<file path="config.mk">
export PLATFORM = sky130hd
export DESIGN_NAME = xtea_half_round
export DESIGN_NICKNAME = d
export VERILOG_FILES = /design/src/design/xtea_pkg.sv /design/src/design/xtea_half_round.sv
export SDC_FILE = /design/constraint.sdc
export NUM_CORES = 1
export LEC_CHECK = 0
export ABC_AREA = 1
export ABC_CLOCK_PERIOD_IN_PS = 800
export BUFFER_PORTS_ARGS = -buffer_cell sky130_fd_sc_hd__buf_2
export CAP_MARGIN = 20
export CELL_PAD_IN_SITES_DETAIL_PLACEMENT = 0
export CELL_PAD_IN_SITES_GLOBAL_PLACEMENT = 1
export CORE_UTILIZATION = 30
export CTS_BUF_LIST = sky130_fd_sc_hd__clkbuf_8
export DETAILED_ROUTE_END_ITERATION = 6
export PLACE_DENSITY = 0.75
export SYNTH_ARGS = -nofsm -noshare
export SYNTH_HDL_FRONTEND = slang
export SYNTH_SLANG_ARGS = --single-unit
</file>
<file path="constraint.sdc">
create_clock -name clk -period 0.8 [get_ports clk]
set_clock_uncertainty 0.05 [all_clocks]
set_input_delay 0.08 -clock clk [delete_from_list [all_inputs] [get_ports clk]]
set_output_delay 0.08 -clock clk [all_outputs]
set_load 0.01 [all_outputs]
</file>
<file path="src/design/xtea_pkg.sv">
// ----------------------------------------------------------------------------
// XTEA package
// Shared types, constants and the round mixing function for the XTEA
// block encipher pipeline.
// ----------------------------------------------------------------------------
package xtea_pkg;

    // Round constants
    localparam logic [31:0] XTEA_DELTA          = 32'h9E37_79B9;
    localparam int          XTEA_ROUNDS_DEFAULT = 32;
    localparam int          XTEA_SHL            = 4;
    localparam int          XTEA_SHR            = 5;
    localparam int          XTEA_SEL_SHIFT      = 11;
    localparam logic [1:0]  XTEA_KEY_MASK       = 2'd3;

    // Configuration port
    localparam int          KEY_WORDS   = 4;
    localparam int          ADDR_W      = 4;
    localparam int          DATA_W      = 32;

    // Key register indexes
    localparam logic [1:0]  REG_KEY_WORD_0 = 2'd0;
    localparam logic [1:0]  REG_KEY_WORD_1 = 2'd1;
    localparam logic [1:0]  REG_KEY_WORD_2 = 2'd2;
    localparam logic [1:0]  REG_KEY_WORD_3 = 2'd3;

    // 128-bit key as four words
    typedef logic [KEY_WORDS-1:0][31:0] key_t;

    // Input transaction payload
    typedef struct packed {
        logic [31:0] plain_first;
        logic [31:0] plain_second;
    } plain_t;

    // Result transaction payload
    typedef struct packed {
        logic [31:0] cipher_first;
        logic [31:0] cipher_second;
    } cipher_t;

    // Working pair carried down the pipeline
    typedef struct packed {
        logic [31:0] a;
        logic [31:0] b;
    } state_t;

    // ((x << 4) ^ (x >> 5)) + x, wrapping
    function automatic logic [31:0] xtea_mix(input logic [31:0] x);
        return ((x << XTEA_SHL) ^ (x >> XTEA_SHR)) + x;
    endfunction

endpackage

</file>
<file path="src/design/xtea_half_round.sv">
// ----------------------------------------------------------------------------
// XTEA half-round stage
// One registered half-round; the running sum and key word choice are
// fixed per stage at elaboration.
// ----------------------------------------------------------------------------
module xtea_half_round #(
    parameter int HALF = 0
) (
    input  logic             clk,
    input  logic             rst_n,
    input  xtea_pkg::key_t   key,
    input  logic             vld_in,
    input  xtea_pkg::state_t dat_in,
    output logic             vld_out,
    output xtea_pkg::state_t dat_out
);

    // Sum seen by this half: r*DELTA for the first half, (r+1)*DELTA for the second
    localparam logic [63:0] SUM_FULL = 64'((HALF + 1) / 2) * 64'(xtea_pkg::XTEA_DELTA);
    localparam logic [31:0] SUM      = SUM_FULL[31:0];
    localparam bit          IS_ODD   = (HALF % 2) == 1;
    localparam logic [1:0]  SEL      = IS_ODD ?
        (2'(SUM >> xtea_pkg::XTEA_SEL_SHIFT) & xtea_pkg::XTEA_KEY_MASK) :
        (2'(SUM) & xtea_pkg::XTEA_KEY_MASK);

    logic             vld_reg;
    xtea_pkg::state_t dat_reg;
    xtea_pkg::state_t dat_next;
    logic [31:0]      mixed;
    logic [31:0]      keyed;

    // Half-round: update one word from the mix of the other
    always_comb
    begin
        dat_next = dat_in;
        keyed    = SUM + key[SEL];
        if (IS_ODD)
        begin
            mixed      = xtea_pkg::xtea_mix(dat_in.a);
            dat_next.b = dat_in.b + (mixed ^ keyed);
        end
        else
        begin
            mixed      = xtea_pkg::xtea_mix(dat_in.b);
            dat_next.a = dat_in.a + (mixed ^ keyed);
        end
    end

    // Valid bit
    always_ff @(posedge clk or negedge rst_n)
    begin
        if (!rst_n)
        begin
            vld_reg <= 1'b0;
        end
        else
        begin
            vld_reg <= vld_in;
        end
    end

    // Payload, no reset
    always_ff @(posedge clk)
    begin
        dat_reg <= dat_next;
    end

    assign vld_out = vld_reg;
    assign dat_out = dat_reg;

endmodule

</file>
Word-level counts from Yosys, hierarchy flattened
Cells that the tools add are included.
{"block": "totals", "out_inout_bits": 65, "wordCells": 7, "register_bits": 65}
{"block": "classes", "bitwise_logic": 2, "add_sub_neg": 2}
{"operator": "$add A32 B32 Y32", "count": 2}
{"operator": "$xor A32 B27 Y32", "count": 1}
{"operator": "$xor A32 B32 Y32", "count": 1}

Logic depth before layout (Yosys ltp)
{"block": "depth", "ltp_word": 4, "ltp_mapped": 26, "ltp_nobuf": 26}

Least setup slack after synthesis
OpenSTA, ideal clock, no wires.
{"block": "synth_timing", "path_type": "input port to flip-flop", "startpoint": "in dat_in[0] (netlist bit)", "endpoint": "reg dat_reg (netlist bit dat_out[63])", "arrival_time_ns": 2.582, "setup_ns": 0.112, "path_slack_ns": -1.944, "n_path_buf": 0, "required_ns": 0.638, "path_stages": 24, "path_cell_list": "ha_1 inv_1 fa_1 inv_1 nand2_1 a21oi_2 nand2_1 nand2_2 nand2_1 nand2_1 nand2_1 nand3_1 nand2_1 nand2_1 inv_1 ha_1 a21oi_1 nand2_1 a21oi_1 nand2_1 a21oi_1 inv_1 nand2_1 nand2_1"}
{"element": "from (decl)", "line_no": "xtea_half_round.sv:13", "rtl": "input xtea_pkg::state_t dat_in,"}
{"element": "to (signal assigned)", "line_no": "xtea_half_round.sv:65", "rtl": "dat_reg <= dat_next;"}
{"element": "to (decl)", "line_no": "xtea_half_round.sv:27", "rtl": "xtea_pkg::state_t dat_reg;"}

==> results.toml <==
[setup_path]
critPathArrivalTime_ps = 3110
critPathCaptureType = "flip-flop"
setup.worst_path.class = "in2reg"
critPathCapture = "dat_out[57]$_DFF_P_"
setup.worst_path.start = "dat_in[12]"
critPathMaxFanout = 4
critPathRequiredTime_ps = 1060
worstSetupStartpointType = "primary input"

[die]
num_rows = 51
initial_core_utilization_pct = 30.7
dieArea_mm2 = 0.0206
top_ports = 260
die_h_um = 144
fp.coreArea_mm2 = 0.0196
dieWidth_um = 144

[synthesis]
ys_types = 32
post_synth_most_frequent_cells = "sky130_fd_sc_hd__nand2_1 (279), sky130_fd_sc_hd__inv_1 (127), sky130_fd_sc_hd__nor2_1 (85)"
synthCells = 920
yosysTopAreaCellShare_pct = 21.3
synth.top_cells.by_area = "sky130_fd_sc_hd__dfxtp_1 (21%), sky130_fd_sc_hd__nand2_1 (17%), sky130_fd_sc_hd__ha_1 (14%)"
synth-main-ff-cell = "sky130_fd_sc_hd__dfxtp_1"
synth_edf_count = 0
yosysWarnings = 0
synth-seq-cells = 65
synth.most_common_cell = "sky130_fd_sc_hd__nand2_1"
syn_area_mm2 = 0.00602
synthDominantAreaCellType = "sky130_fd_sc_hd__dfxtp_1"
synth_async_sr_flop_share_pct = 1.54
postSynthAreaPerCell_um2 = 6.54
synth_nets = 1186
synth-seq-area-share_pct = 21.7

[hold_path]
hp-start = "dat_in[32]"
whs_path_depth = 2
worstHoldPathType = "in2reg"

[route]
detail-route-antenna-nets = 0
drt-vias-per-instance = 4.62
avgRoutedWirePerCell_um = 15.7
vias = 7588
drt_first_iter_violations = 265
remaining_drc_errors = 0
wire_length_after_detailed_routing_um = 25800
dr.pass1.iters = 5

[timing]
fmaxAchievable_mhz = 351
worst_tran_pin_value_ps = 508
fin_worst_hold_slack_ps = -123
postLayoutSetupSlackWorst_ps = -2050
layout_worst_path_cycle_share_pct = 356
final_max_slew_viol_count = 0
finalHoldViolations = 2
finalSetupTns_ps = -60670
setup_viol = 96
fin_crit_ps = 2850
rsz0062_at_grt = "yes"
slew-limit-headroom_pct = 66.0

[global_routing]
grt_max_degree = 14
globalRouteTotalUtil_pct = 23.6
grt_overflow_total = 0
first_global_vias = 7475
global_route_wire_length_before_repair_um = 36900
antenna_found_initial = 1

[clock_network]
htree_num_levels = 3
cts_buffer_depth = 2
cts.hold.buffers_added = 35
cts_sinks = 65
cts.clk_slew.worst_paths_ps = 90
cts_tree = "done"
cts-buffers-inserted = 9
cts-root-buf = "sky130_fd_sc_hd__clkbuf_8"

[layout]
areaGrowthSynthToFinish_pct = 106
post_route_cells_drive_above_1_share_pct = 60.0
filler_cell_count = 1696
multiInputGateArea_mm2 = 0.00651
regArea_mm2 = 0.00134
final_nets = 1638

[place]
routabilityCongestion = 0.873
portBuffers = 163
hpwlAfterDp_um = 18400

[status]
result_of_the_run = "finished, violations left"
violated_checks = "negative hold slack, negative setup slack"

[pwr]
ir_worst_vdd_uv = 1140
power-per-cell-area_mw_per_mm2 = 2370
static_leakage_nw = 5.97

[run]
maxCapViolCount = 0
[flip-flops by register name, summed over array words and instances (netlist names)]
register,count
vld_out,1
dat_out,64
[critical path: stages]
cell and delay, ps:
sky130_fd_sc_hd__buf_8 110, sky130_fd_sc_hd__xor2_1 160, sky130_fd_sc_hd__ha_1 360, sky130_fd_sc_hd__a21oi_2 190, sky130_fd_sc_hd__buf_4 150, sky130_fd_sc_hd__o21ai_1 80
sky130_fd_sc_hd__a21oi_1 210, sky130_fd_sc_hd__nand2_2 120, sky130_fd_sc_hd__nand2_2 110, sky130_fd_sc_hd__nand2_4 60, sky130_fd_sc_hd__xor2_4 160, sky130_fd_sc_hd__ha_4 370
sky130_fd_sc_hd__nand2_8 80, sky130_fd_sc_hd__nor2_4 120, sky130_fd_sc_hd__inv_4 70, sky130_fd_sc_hd__nor2_4 110, sky130_fd_sc_hd__and3_1 170, sky130_fd_sc_hd__nand2_1 90
sky130_fd_sc_hd__nand3_1 90, sky130_fd_sc_hd__nand2_1 80, sky130_fd_sc_hd__nand2_1 80
[layout by cell type (no fill, tap or decap), types with 4 or more instances in the layout]
cell type	netlist	routed
sky130_fd_sc_hd__buf_4	0	195
sky130_fd_sc_hd__nor2_1	85	35
sky130_fd_sc_hd__a21o_1	9	9
sky130_fd_sc_hd__o21bai_4	0	10
sky130_fd_sc_hd__xor2_1	71	48
sky130_fd_sc_hd__nor2_2	2	34
sky130_fd_sc_hd__dfxtp_2	0	28
sky130_fd_sc_hd__xor2_4	0	7
sky130_fd_sc_hd__buf_2	0	117
sky130_fd_sc_hd__nand3_1	42	33
sky130_fd_sc_hd__inv_4	0	7
sky130_fd_sc_hd__o21ai_2	0	4
sky130_fd_sc_hd__xor2_2	0	16
sky130_fd_sc_hd__xnor2_1	20	15
sky130_fd_sc_hd__ha_4	0	50
sky130_fd_sc_hd__o21ai_0	17	4
sky130_fd_sc_hd__o21bai_1	14	4
sky130_fd_sc_hd__a21oi_1	60	16
sky130_fd_sc_hd__nor2_4	0	18
sky130_fd_sc_hd__nand3_2	1	7
sky130_fd_sc_hd__xnor2_2	0	4
sky130_fd_sc_hd__a21oi_4	0	19
sky130_fd_sc_hd__clkbuf_8	0	9
sky130_fd_sc_hd__nor3_2	1	5
sky130_fd_sc_hd__nand4_1	11	11
sky130_fd_sc_hd__nor3_4	1	5
sky130_fd_sc_hd__inv_2	2	33
sky130_fd_sc_hd__nand2_1	279	174
sky130_fd_sc_hd__dlygate4sd3_1	0	35
sky130_fd_sc_hd__nand2_2	8	69
sky130_fd_sc_hd__a21oi_2	2	27
sky130_fd_sc_hd__dfxtp_1	64	36
sky130_fd_sc_hd__inv_1	127	88
sky130_fd_sc_hd__nand3b_1	5	5
sky130_fd_sc_hd__nand2_4	0	43
sky130_fd_sc_hd__buf_6	0	89
sky130_fd_sc_hd__ha_1	69	18
sky130_fd_sc_hd__o21ai_1	0	8
[through the flow]
step	setup slack (ps)	cells	total power [mW]	cell area (um^2)	utilization, %
3_3_place_gp	-2520	1530	18.6	8810	45.0
6_report	-2050	1643	29.4	12400	63.2
4_1_cts	-1860	1613	25.6	10900	55.4
3_5_place_dp	-2550	1530	18.7	8810	45.0
2_1_floorplan	-1870	920	12.7	6300	-
5_1_grt	-2170	1643	31.4	12400	63.2
[per-layer routing]
layer | global-route usage (%) | vias to the layer above | routed length, um
li1 | - | 3812 | -
met1 | 28.5 | 3516 | 10800
met2 | 42.8 | 200 | 13400
met3 | 2.73 | 60 | 773
met4 | 8.29 | 0 | 870
met5 | 0 | - | 0
[timing repair]
action | in CTS | in global routing
resized for setup | 287 | 307
pin swaps | 135 | 134
setup endpoints to repair | 96 | 96
buffers inserted | 37 | 32
endpoints found under the hold margin | 36 | 2
[power breakdown]
part	total, mW	switching [mW]	internal [mW]
combinational	21.8	11.2	10.6
clock	3.07	1.61	1.47
sequential	4.52	0.266	4.25
[worst min-delay path by stage]
stage,end,slack [ps]
after floorplan,vld_out$_DFF_PN0_,-270
after global placement,vld_out$_DFF_PN0_,-190
after detailed placement,vld_out$_DFF_PN0_,-190
final,dat_out[32]$_DFF_P_,-120
after CTS,dat_out[32]$_DFF_P_,-140
after global routing,dat_out[32]$_DFF_P_,-120
[layout make-up]
class,instances,share of cell area (%)
Clock buffer,9,1.00
Antenna cell,1,0.0202
Clock inverter,7,0.627
Sequential cell,65,10.8
Inverter,129,4.10
Multi-Input combinational cell,726,52.6
Timing Repair Buffer,441,28.1
Tap cell,265,2.68
[logic make-up (layout without fill, tap and decap cells)]
| kind of cell | count (synthesis) | in the layout | synth area share, % |
|---|---|---|---|
| fa+ha+maj | 71 | 71 | 15.0 |
| buf+inv | 129 | 586 | 8.05 |
| flops | 65 | 65 | 21.7 |
| other cells | 0 | 1 | 0 |
| compound gates | 112 | 112 | 10.8 |
| simple gates | 452 | 452 | 31.2 |
| xor+xnor | 91 | 91 | 13.2 |
(Power assumes the default switching activity.)
