`src/design/xtea_pkg.sv`:
```
// ----------------------------------------------------------------------------
// XTEA package
// Shared types, constants and the round mixing function for the XTEA
// block encipher pipeline.
// ----------------------------------------------------------------------------
package xtea_pkg;

    // Round constants
    localparam logic [31:0] XTEA_DELTA          = 32'h9E37_79B9;
    localparam int          XTEA_ROUNDS_DEFAULT = 32;
    localparam int          XTEA_SHL            = 4;
    localparam int          XTEA_SHR            = 5;
    localparam int          XTEA_SEL_SHIFT      = 11;
    localparam logic [1:0]  XTEA_KEY_MASK       = 2'd3;

    // Configuration port
    localparam int          KEY_WORDS   = 4;
    localparam int          ADDR_W      = 4;
    localparam int          DATA_W      = 32;

    // Key register indexes
    localparam logic [1:0]  REG_KEY_WORD_0 = 2'd0;
    localparam logic [1:0]  REG_KEY_WORD_1 = 2'd1;
    localparam logic [1:0]  REG_KEY_WORD_2 = 2'd2;
    localparam logic [1:0]  REG_KEY_WORD_3 = 2'd3;

    // 128-bit key as four words
    typedef logic [KEY_WORDS-1:0][31:0] key_t;

    // Input transaction payload
    typedef struct packed {
        logic [31:0] plain_first;
        logic [31:0] plain_second;
    } plain_t;

    // Result transaction payload
    typedef struct packed {
        logic [31:0] cipher_first;
        logic [31:0] cipher_second;
    } cipher_t;

    // Working pair carried down the pipeline
    typedef struct packed {
        logic [31:0] a;
        logic [31:0] b;
    } state_t;

    // ((x << 4) ^ (x >> 5)) + x, wrapping
    function automatic logic [31:0] xtea_mix(input logic [31:0] x);
        return ((x << XTEA_SHL) ^ (x >> XTEA_SHR)) + x;
    endfunction

endpackage

```
`src/design/xtea_regs.sv`:
```
// ----------------------------------------------------------------------------
// XTEA key registers
// APB-style register file holding the four 32-bit key words.
// ----------------------------------------------------------------------------
module xtea_regs (
    input  logic                        clk,
    input  logic                        rst_n,
    input  logic                        psel,
    input  logic                        penable,
    input  logic                        pwrite,
    input  logic [xtea_pkg::ADDR_W-1:0] paddr,
    input  logic [xtea_pkg::DATA_W-1:0] pwdata,
    output logic [xtea_pkg::DATA_W-1:0] prdata,
    output logic                        pready,
    output xtea_pkg::key_t              key
);

    xtea_pkg::key_t key_reg;
    xtea_pkg::key_t key_next;
    logic [1:0]     idx;
    logic           wr_en;

    // Word index from the byte address
    assign idx   = paddr[3:2];
    assign wr_en = psel && penable && pwrite;

    // Next key value on a write transaction
    always_comb
    begin
        key_next = key_reg;
        if (wr_en)
        begin
            case (idx)
                xtea_pkg::REG_KEY_WORD_0: key_next[0] = pwdata;
                xtea_pkg::REG_KEY_WORD_1: key_next[1] = pwdata;
                xtea_pkg::REG_KEY_WORD_2: key_next[2] = pwdata;
                xtea_pkg::REG_KEY_WORD_3: key_next[3] = pwdata;
                default:                  key_next    = key_reg;
            endcase
        end
    end

    always_ff @(posedge clk or negedge rst_n)
    begin
        if (!rst_n)
        begin
            key_reg <= '0;
        end
        else
        begin
            key_reg <= key_next;
        end
    end

    // Read back, no wait states
    assign prdata = key_reg[idx];
    assign pready = 1'b1;
    assign key    = key_reg;

endmodule

```
`config.mk`:
```
export PLATFORM = sky130hd
export DESIGN_NAME = xtea_regs
export DESIGN_NICKNAME = d
export VERILOG_FILES = /design/src/design/xtea_pkg.sv /design/src/design/xtea_regs.sv
export SDC_FILE = /design/constraint.sdc
export NUM_CORES = 1
export LEC_CHECK = 0
export ABC_AREA = 1
export CAP_MARGIN = 20
export CORE_MARGIN = 1.5
export CORE_UTILIZATION = 40
export DETAILED_ROUTE_END_ITERATION = 8
export DONT_BUFFER_PORTS = 1
export PLACE_DENSITY = 0.51
export SYNTH_ARGS = -nofsm -noshare
export SYNTH_HDL_FRONTEND = slang
export SYNTH_SLANG_ARGS = --single-unit
```
`constraint.sdc`:
```
create_clock -name clk -period 0.8 [get_ports clk]
set_input_delay 0 -clock clk [delete_from_list [all_inputs] [get_ports clk]]
set_output_delay 0 -clock clk [all_outputs]
set_load 0.01 [all_outputs]
```
* Word-level counts from Yosys, hierarchy flattened
Index checks and enable logic that the tools add are counted.
** Word-level totals
- Register bits :: 128
- Input bits :: 41
- Output and inout port bits :: 161
- Word-level logic and storage cells :: 17
** Operators by class
- Order comparisons :: 1
- Equal/unequal tests :: 3
- Multiplexer cells :: 2
- Reductions and logical operators :: 7
** Operator list (count)
- $bmux W32 S2 :: 1
- $mux W32 :: 1
- $reduce_and A2 Y1 :: 4
- $eq A2 B2 Y1 const B :: 2
- $lt A2 B3 Y1 const B :: 1
- $eq A2 B1 Y1 const B :: 1
- $logic_and A1 B1 Y1 :: 2
- $logic_not A2 Y1 :: 1

* Longest topological paths before layout
Gate-level depths: netlist of the first run.
- Word-level depth :: 3
- Mapped depth :: 8
- Depth with buffers taken out :: 6

* Worst setup path before layout of the first run
Ideal clock, no wire load.
- Path type :: in2reg
- Start :: input port paddr[2] in the netlist's numbering
- End :: register key_reg (netlist bit key[65])
- Arrival time :: 0.670 ns
- Setup slack :: 0.013 ns
- Cell stages on the path :: 8
- Path buffers :: 2
- Cells stage by stage :: buf_6 > inv_4 > nand2_4 > inv_4 > nand2_2 > buf_6 > nand2_1 > nand2_1
** On the way
- Cells in the longest elaborated chain, start to end :: 2
** Ends and longest elaborated chain
- from (decl) :: line xtea_regs.sv:11 : input logic [xtea_pkg::ADDR_W-1:0] paddr,
- $eq A2 B2 Y1 :: line xtea_regs.sv:33 : case (idx)
- $reduce_and A2 Y1 (no line)
- to (signal assigned) :: line xtea_regs.sv:51 : key_reg <= key_next;
- to (decl) :: line xtea_regs.sv:18 : xtea_pkg::key_t key_reg;
Every way passes these cells.
A chain may end at the register's enable or synchronous reset.

* Final worst setup path of the first run
- Start :: register key_reg (netlist bit key[52])
- End :: output port prdata[20] in the netlist's numbering
** On the way
- Cells in the longest elaborated chain, start to end :: 2
** Ends and longest elaborated chain
- $bmux W32 S2 :: line xtea_regs.sv:56 : assign prdata = key_reg[idx];
- $mux W32 (implied by the code) :: line xtea_regs.sv:56
- to (decl) :: line xtea_regs.sv:13 : output logic [xtea_pkg::DATA_W-1:0] prdata,
Every way passes these cells. The select of a mux whose other input is x is not followed.

==> results of run 1 <==
[layout make-up]
type | count | area share
Clock buffer | 21 | 0.0488
Timing Repair Buffer | 230 | 0.265
Tap cell | 184 | 0.0249
Sequential cell | 128 | 0.348
Inverter | 6 | 0.00298
Multi-Input combinational cell | 627 | 0.290
Clock inverter | 11 | 0.0202
[cell usage in the layout (no fill, tap or decap), drive strengths merged]
| master | synthesis | layout |
|---|---|---|
| dlygate4sd3 | 0 | 32 |
| inv | 6 | 6 |
| nand3 | 32 | 32 |
| bufinv | 0 | 5 |
| nand2 | 588 | 588 |
| dfrtp | 128 | 128 |
| clkinv | 0 | 5 |
| nor2 | 6 | 6 |
| buf | 37 | 198 |
| conb | 1 | 1 |
| clkinvlp | 0 | 1 |
| clkbuf | 2 | 21 |
[metal layers]
| layer | track usage | vias to the layer above | share of wire |
|---|---|---|---|
| met2 | 0.428 | 223 | 0.49 |
| met4 | 0.0922 | 0 | 0.017 |
| met3 | 0.0625 | 33 | 0.050 |
| met5 | 0 | - | 0 |
| met1 | 0.348 | 2924 | 0.44 |
| li1 | - | 2837 | - |
[worst register-to-register path: stages (launching register included)]
cell and delay, ns:
sky130_fd_sc_hd__dfrtp_1 0.39, sky130_fd_sc_hd__buf_6 0.13, sky130_fd_sc_hd__buf_4 0.12, sky130_fd_sc_hd__buf_4 0.12
sky130_fd_sc_hd__nand2_1 0.05, sky130_fd_sc_hd__nand2_1 0.04
[through the flow]
step / hold WS (ns) / setup WS [ns] / std cells
floorplan: -0.296 / 0.0135 / 800
global placement: -0.291 / -0.0357 / 1059
detailed placement: -0.290 / -0.0373 / 1059
CTS: -0.733 / -0.315 / 1156
global route: -0.743 / -0.400 / 1207
finish: -0.720 / -0.338 / 1207
[where the power goes]
part           switching [mW]  internal, mW
sequential               1.55          7.83
combinational            2.96          3.94
clock                    2.84          5.59
total                    7.36          17.4
[timing repair]
action | 4_1_cts | 5_1_grt
endpoints found under the hold margin | 256 | 133
gates resized for setup | 117 | 68
pin swaps | 53 | 24
endpoints found under the setup margin | 160 | 164
setup buffers | 33 | 53
[cells by family after synthesis]
group | count (synthesis) | share of synthesized area
AND/OR/NAND/NOR | 626 | 0.411
flip-flops | 128 | 0.535
other | 1 | 0.000626
buffers and inverters | 45 | 0.0529
[final timing paths]
kind / cells after the start / from / slack, ns / end
setup / recovery: 4 / key[52]$_DFFE_PN0P_ / -0.34 / prdata[20]
hold / removal: 0 / rst_n / -0.72 / key[59]$_DFFE_PN0P_
setup reg to reg: 5 / key[78]$_DFFE_PN0P_ / -0.15 / key[78]$_DFFE_PN0P_
hold reg to reg: 2 / key[62]$_DFFE_PN0P_ / 0.52 / key[62]$_DFFE_PN0P_
max in group asynchronous: 0 / rst_n / 1.37 / key[63]$_DFFE_PN0P_
min in group clk: 5 / paddr[2] / 0 / key[116]$_DFFE_PN0P_
==> reports/results.md, run 1 <==
| Stage | Item | Reported |
| --- | --- | --- |
| clocking | Clock root cell | sky130_fd_sc_hd__clkbuf_16 |
| final layout | Fillers | 1236 |
| clocking | TritonCTS clock tree | built |
| run status | Run status | finished, violations left |
| synth | Post-synthesis instance area | 0.00599 mm^2 |
| placement | Total placed instance area | 0.00695 mm^2 |
| critical path | Cells along the critical path | nand2_2, nand2_2, nand2_2, nand3_4 |
| routing | Vias after detailed routing | 6017 |
| final layout | Storage element area | 0.00321 mm^2 |
| clocking | Clock network latency to the later pin of the worst-skew pair | 0.42 ns |
| timing | FMAX | 878 MHz |
| grt | Vias in the first global route | 5867 |
| timing | Worst clock skew | 0 ns |
| clocking | Clock input transition at the sequential cells of the worst setup and hold paths | 0.06 ns |
| synth | Asr flop ratio synth | 1.00 |
| final layout | Ant diodes | 0 |
| critical path | Slowest CP cell | sky130_fd_sc_hd__dfrtp_1 |
| routing | Detail-routed via count per cell | 4.99 |
| synth | Yosys reg bits | 128 |
| die | Core region area | 0.0146 mm^2 |
| critical path | Count of buffer and inverter cells on the critical path | 0 |
| synth | Most frequent cell after synthesis | sky130_fd_sc_hd__nand2_1 |
| routing | Routed wire length per instance | 17.5 um |
| critical path | Crit start category | flip-flop |
| die | Die Footprint | 0.0157 mm^2 |
| synth | Number of flops mapped to enable cells by yosys | 0 |
| timing | Post-layout minimum cycle time | 1.14 ns |
| placement | HPWL after DPL | 12700 um |
| power | Max IR drop VDD | 1.46 mV |
| critical path | Kind of end point of the critical path | output port |
| final layout | # nets final | 1051 |
| clocking | Total clock buffers created by CTS | 17 |
| timing | Number of hold-slack violations in the final timing report | 130 |
| timing | Hold Worst Slack | -0.720 ns |
| synth | Synth top area share | 0.535 |
| critical path | Most prevalent standard cell on the critical path | sky130_fd_sc_hd__nand2_2 |
| job | Number of maximum-capacitance constraint violations | 0 |
| worst hold path | Hold WC Path Type | in -> async |
| routing | Violation count after the first detailed-routing iteration | 476 |
| synth | Mean instance size in the synthesized netlist | 7.48 um^2 |
| die | Number of placed I/O pins | 202 |
| synth | Primary FF master, synth | sky130_fd_sc_hd__dfrtp_1 |
| routing | Detailed-router iteration count before antenna repair | 5 |
| timing | RSZ-0062 raised after global routing | true |
| power | Cell Pwr Density | 2680 mW/mm^2 |
| synth | Sequential fraction of the synthesis area | 0.535 |
| synth | Number of nets produced by synthesis | 841 |
| grt | Grt ovf | 0 |
| routing | Total wirelength of the detailed-routed design | 21200 um |
| synth | Most area-hungry cell type in the Yosys netlist | sky130_fd_sc_hd__dfrtp_1 |
| synth | Post-synth cell types | 16 |
| final layout | Number of flip-flops under the largest register name | 128 |
| final layout | Area taken by multi-input logic gates | 0.00268 mm^2 |
| clocking | Cts-stage hold buffer count | 32 |
| clocking | Number of H-tree levels | 4 |
| timing | Worst path setup slack after routing | -0.338 ns |
| critical path | Type of the worst setup path | reg -> out |
| final layout | Area growth from synthesis to final layout | 54.3% |
| routing | Count of unresolved DRC violations after routing | 0 |
| timing | Final setup violation count | 166 |
| synth | Post-synth top cells | sky130_fd_sc_hd__nand2_1, sky130_fd_sc_hd__dfrtp_1, sky130_fd_sc_hd__nand3_1, sky130_fd_sc_hd__buf_2 |
| critical path | Data arrival time at the worst-slack endpoint | 1.14 ns |
| placement | Routability-driven placement congestion ratio | 0.807 |
| final layout | Core Util, Final | 0.633 |
| clocking | Bufs on Longest Clock Path | 2 |
| final layout | Share of post-route cells with drive strength above 1 | 0.292 |
| die | Cell row count | 44 |
| grt | GR Util All Layers | 0.264 |
| synth | YS warnings | 0 |
| critical path | Worst stage delay on the critical path | 0.40 ns |
| critical path | Kind of cell with the highest combined delay on the critical path | flip-flops |
| clocking | Number of sinks on the clock net | 128 |
| die | Chip width | 125 um |
| grt | Largest net degree at the start of global routing | 129 |
| final layout | Final design area excluding fillers | 0.00924 mm^2 |
| die | Chip Height | 125 um |
| run status | Violations in the final reports | negative hold slack, negative setup slack |
| routing | Detail Route Antenna Nets | 0 |
| grt | First-pass GRT wire length | 32000 um |
| grt | Initial antenna violation count | 0 |
| synth | Post-synthesis instance total | 800 |
| critical path | Crit Path Max Fanout | 3 |
| critical path | Required time of the critical path | 0.80 ns |
| power | Leakage power summed over all cells | 5.11 nW |
| timing | Max-slew violations | 0 |
| die | Starting utilization of the core area | 0.410 |
| timing | Final cycle utilization of the critical path | 1.42 |
| timing | Total negative setup slack | -29.90 ns |
| power | Design Power | 24.7 mW |
| synth | Cells taking the most area after synthesis | sky130_fd_sc_hd__dfrtp_1, sky130_fd_sc_hd__nand2_1, sky130_fd_sc_hd__nand3_1 |
| placement | Count of buffers inserted at the top-level ports | 0 |
(Power assumes the default switching activity.)
==> run 2: changes to the inputs <==
--- a/config.mk
+++ b/config.mk
@@ -12,6 +12,7 @@
 export DETAILED_ROUTE_END_ITERATION = 8
 export DONT_BUFFER_PORTS = 1
 export PLACE_DENSITY = 0.51
+export SETUP_SLACK_MARGIN = 0.05
 export SYNTH_ARGS = -nofsm -noshare
 export SYNTH_HDL_FRONTEND = slang
 export SYNTH_SLANG_ARGS = --single-unit
==> run 2 against run 1 <==
Against the previous run: the flow still finishes with violations (negative hold slack, negative setup slack); first-iteration DRC count down 29%; critical path depth stayed put; combinational power is 0.9% lower; critical path type unchanged.
==> reports/results.md, run 2 (same netlist as run 1, synthesis figures left out) <==
| Stage | Item | Reported | vs previous |
| --- | --- | --- | --- |
| grt | Largest net degree at the start of global routing | 129 | unchanged |
| timing | Number of hold-slack violations in the final timing report | 147 | was 130 |
| final layout | Commonest non-fill, non-tap cells in the layout | sky130_fd_sc_hd__nand2_1, sky130_fd_sc_hd__buf_6, sky130_fd_sc_hd__dfrtp_1 | unchanged |
| power | Max IR drop VDD | 1.43 mV | was 1.46 mV |
| critical path | Worst stage delay on the critical path | 0.41 ns | was 0.40 ns |
| grt | GR Util All Layers | 0.268 | was 0.264 |
| final layout | Fillers | 1257 | was 1236 |
| final layout | # nets final | 1038 | was 1051 |
| timing | Hold Worst Slack | -0.724 ns | was -0.720 ns |
| critical path | Crit Path Max Fanout | 3 | unchanged |
| routing | Detail-routed via count per cell | 4.96 | was 4.99 |
| die | Core region area | 0.0146 mm^2 | unchanged |
| die | Die Footprint | 0.0157 mm^2 | unchanged |
| critical path | Crit start category | flip-flop | unchanged |
| final layout | Number of flip-flops under the largest register name | 128 | unchanged |
| routing | Detail Route Antenna Nets | 0 | unchanged |
| routing | Count of unresolved DRC violations after routing | 0 | unchanged |
| critical path | Cells along the critical path | nand2_1, nand2_1, nand2_1, nand3_2 | was nand2_2, nand2_2, nand2_2, nand3_4 |
| power | Share of power burned in registers | 0.379 | was 0.380 |
| final layout | Post-layout instance count excluding filler cells | 1194 | was 1207 |
| routing | Routed wire length per instance | 17.8 um | was 17.5 um |
| run status | Violations in the final reports | negative hold slack, negative setup slack | unchanged |
| final layout | Core Util, Final | 0.626 | was 0.633 |
| critical path | Required time of the critical path | 0.80 ns | about the same |
| clocking | Number of H-tree levels | 4 | unchanged |
| timing | Post-layout minimum cycle time | 1.16 ns | was 1.14 ns |
| grt | Vias in the first global route | 5763 | was 5867 |
| die | Chip Height | 125 um | unchanged |
| timing | Total negative setup slack | -29.67 ns | was -29.90 ns |
| die | Chip width | 125 um | unchanged |
| critical path | Type of the worst setup path | reg -> out | unchanged |
| power | Clock network fraction of total power | 0.345 | was 0.341 |
| placement | Total placed instance area | 0.00683 mm^2 | was 0.00695 mm^2 |
| clocking | TritonCTS clock tree | built | unchanged |
| timing | Final cycle utilization of the critical path | 1.45 | was 1.42 |
| timing | Worst path setup slack after routing | -0.360 ns | was -0.338 ns |
| placement | Routability-driven placement congestion ratio | 0.790 | was 0.807 |
| timing | Worst clock skew | 0 ns | unchanged |
| clocking | Cts-stage hold buffer count | 32 | unchanged |
| worst hold path | Hold WC Path Type | in -> async | unchanged |
| clocking | Clock input transition at the sequential cells of the worst setup and hold paths | 0.05 ns | was 0.06 ns |
| power | Int Power | 17.4 mW | about the same |
| timing | RSZ-0062 raised after global routing | true | unchanged |
| power | Comb power frac | 0.276 | was 0.279 |
| power | Fraction of power spent switching nets | 0.298 | about the same |
| placement | Count of buffers inserted at the top-level ports | 0 | unchanged |
| job | Number of maximum-capacitance constraint violations | 0 | unchanged |
| final layout | Area growth from synthesis to final layout | 52.7% | was 54.3% |
| grt | First-pass GRT wire length | 32500 um | was 32000 um |
| routing | Violation count after the first detailed-routing iteration | 336 | was 476 |
| timing | Final setup violation count | 167 | was 166 |
| clocking | Clock root cell | sky130_fd_sc_hd__clkbuf_16 | unchanged |
| run status | Run status | finished, violations left | unchanged |
| routing | Total wirelength of the detailed-routed design | 21200 um | about the same |
| routing | Detailed-router iteration count before antenna repair | 4 | was 5 |
| timing | Max-slew violations | 0 | unchanged |
| critical path | Kind of end point of the critical path | output port | unchanged |
| critical path | Data arrival time at the worst-slack endpoint | 1.16 ns | was 1.14 ns |
| grt | Grt ovf | 0 | unchanged |
| clocking | Clock network latency to the later pin of the worst-skew pair | 0.42 ns | about the same |
| power | Cell Pwr Density | 2710 mW/mm^2 | was 2680 mW/mm^2 |
| clocking | Number of sinks on the clock net | 128 | unchanged |
| die | Starting utilization of the core area | 0.410 | unchanged |
| power | Switching power | 7.38 mW | was 7.36 mW |
| die | Cell row count | 44 | unchanged |
| die | Number of placed I/O pins | 202 | unchanged |
| power | Leakage power summed over all cells | 5.04 nW | was 5.11 nW |
| final layout | Final design area excluding fillers | 0.00914 mm^2 | was 0.00924 mm^2 |
| final layout | Most common cell after layout, fill and taps aside | sky130_fd_sc_hd__nand2_1 | unchanged |
| clocking | Bufs on Longest Clock Path | 2 | unchanged |
| final layout | Share of post-route cells with drive strength above 1 | 0.300 | was 0.292 |
| placement | HPWL after DPL | 12900 um | was 12700 um |
| final layout | Ant diodes | 0 | unchanged |
| critical path | Most prevalent standard cell on the critical path | sky130_fd_sc_hd__nand2_1 | was sky130_fd_sc_hd__nand2_2 |
| clocking | Total clock buffers created by CTS | 17 | unchanged |
| placement | Placed Cells incl. Taps | 1055 | was 1059 |
| critical path | Slowest CP cell | sky130_fd_sc_hd__dfrtp_1 | unchanged |
| critical path | Critical Path Source | key[57]$_DFFE_PN0P_ | was key[52]$_DFFE_PN0P_ |
| routing | Vias after detailed routing | 5922 | was 6017 |
| timing | FMAX | 862 MHz | was 878 MHz |
| critical path | Worst r2r src | key[9]$_DFFE_PN0P_ | was key[78]$_DFFE_PN0P_ |
| grt | Initial antenna violation count | 0 | unchanged |
-- run 2: cell count changes in the layout (fill, tap and decap cells not counted), sizes merged --
cell / previous run / this run
clkinv: 5 / 4
buf: 198 / 185
bufinv: 5 / 4
clkbuf: 21 / 23
-- run 2: final timing paths --
check                                             to  slack, ns  cells past startpoint
max in group asynchronous        key[73]$_DFFE_PN0P_       1.30                      0
worst min-delay path             key[86]$_DFFE_PN0P_      -0.72                      0
worst max-delay path                      prdata[25]      -0.36                      4
worst max register to register    key[9]$_DFFE_PN0P_      -0.05                      4
min in group clk                key[102]$_DFFE_PN0P_      -0.01                      5
worst min register to register   key[41]$_DFFE_PN0P_       0.52                      2
-- run 2: final cells by class --
cell class                      count  area (um^2)  area share
Clock buffer                       23          508      0.0556
Clock inverter                      9          151      0.0166
Inverter                            6         30.0     0.00329
Multi-Input combinational cell    627         2700       0.296
Sequential cell                   128         3220       0.352
Tap cell                          184          230      0.0252
Timing Repair Buffer              217         2300       0.252
-- run 2: per-stage QoR --
| step | power (mW) | setup slack (ns) |
|---|---|---|
| final | 24.8 | -0.360 |
| after global routing | 26.0 | -0.418 |
| after CTS | 23.7 | -0.360 |
| after detailed placement | 13.5 | -0.0927 |
| after global placement | 13.4 | -0.0460 |
| after floorplan | 11.5 | 0.0493 |
-- run 2: layer usage --
layer / part of all wire / up-vias / GRT usage
li1: - / 2807 / -
met1: 0.43 / 2831 / 0.360
met2: 0.48 / 245 / 0.423
met3: 0.070 / 39 / 0.0749
met4: 0.021 / 0 / 0.0856
met5: 0 / - / 0
-- run 2: power groups by stage --
stage          clock network [mW]  logic [mW]  registers (mW)
3_3_place_gp                    0        4.09            9.30
6_report                     8.55        6.84            9.40
2_1_floorplan                   0        1.99            9.47
4_1_cts                      8.68        5.62            9.36
3_5_place_dp                    0        4.17            9.37
5_1_grt                      9.01        7.40            9.56
-- run 2: timing repair --
| item | in CTS | in global routing |
|---|---|---|
| setup endpoints to repair | 160 | 182 |
| pin swaps | 37 | 26 |
| setup buffers | 30 | 48 |
| cloned | 0 | 0 |
| gates resized for setup | 128 | 80 |
| endpoints found under the hold margin | 256 | 130 |
-- run 2: worst max-delay path, delay by kind of cell (launching register included) --
kind	cells	cell delay, ns
flip-flops	1	0.41
AND/OR/NAND/NOR	4	0.33
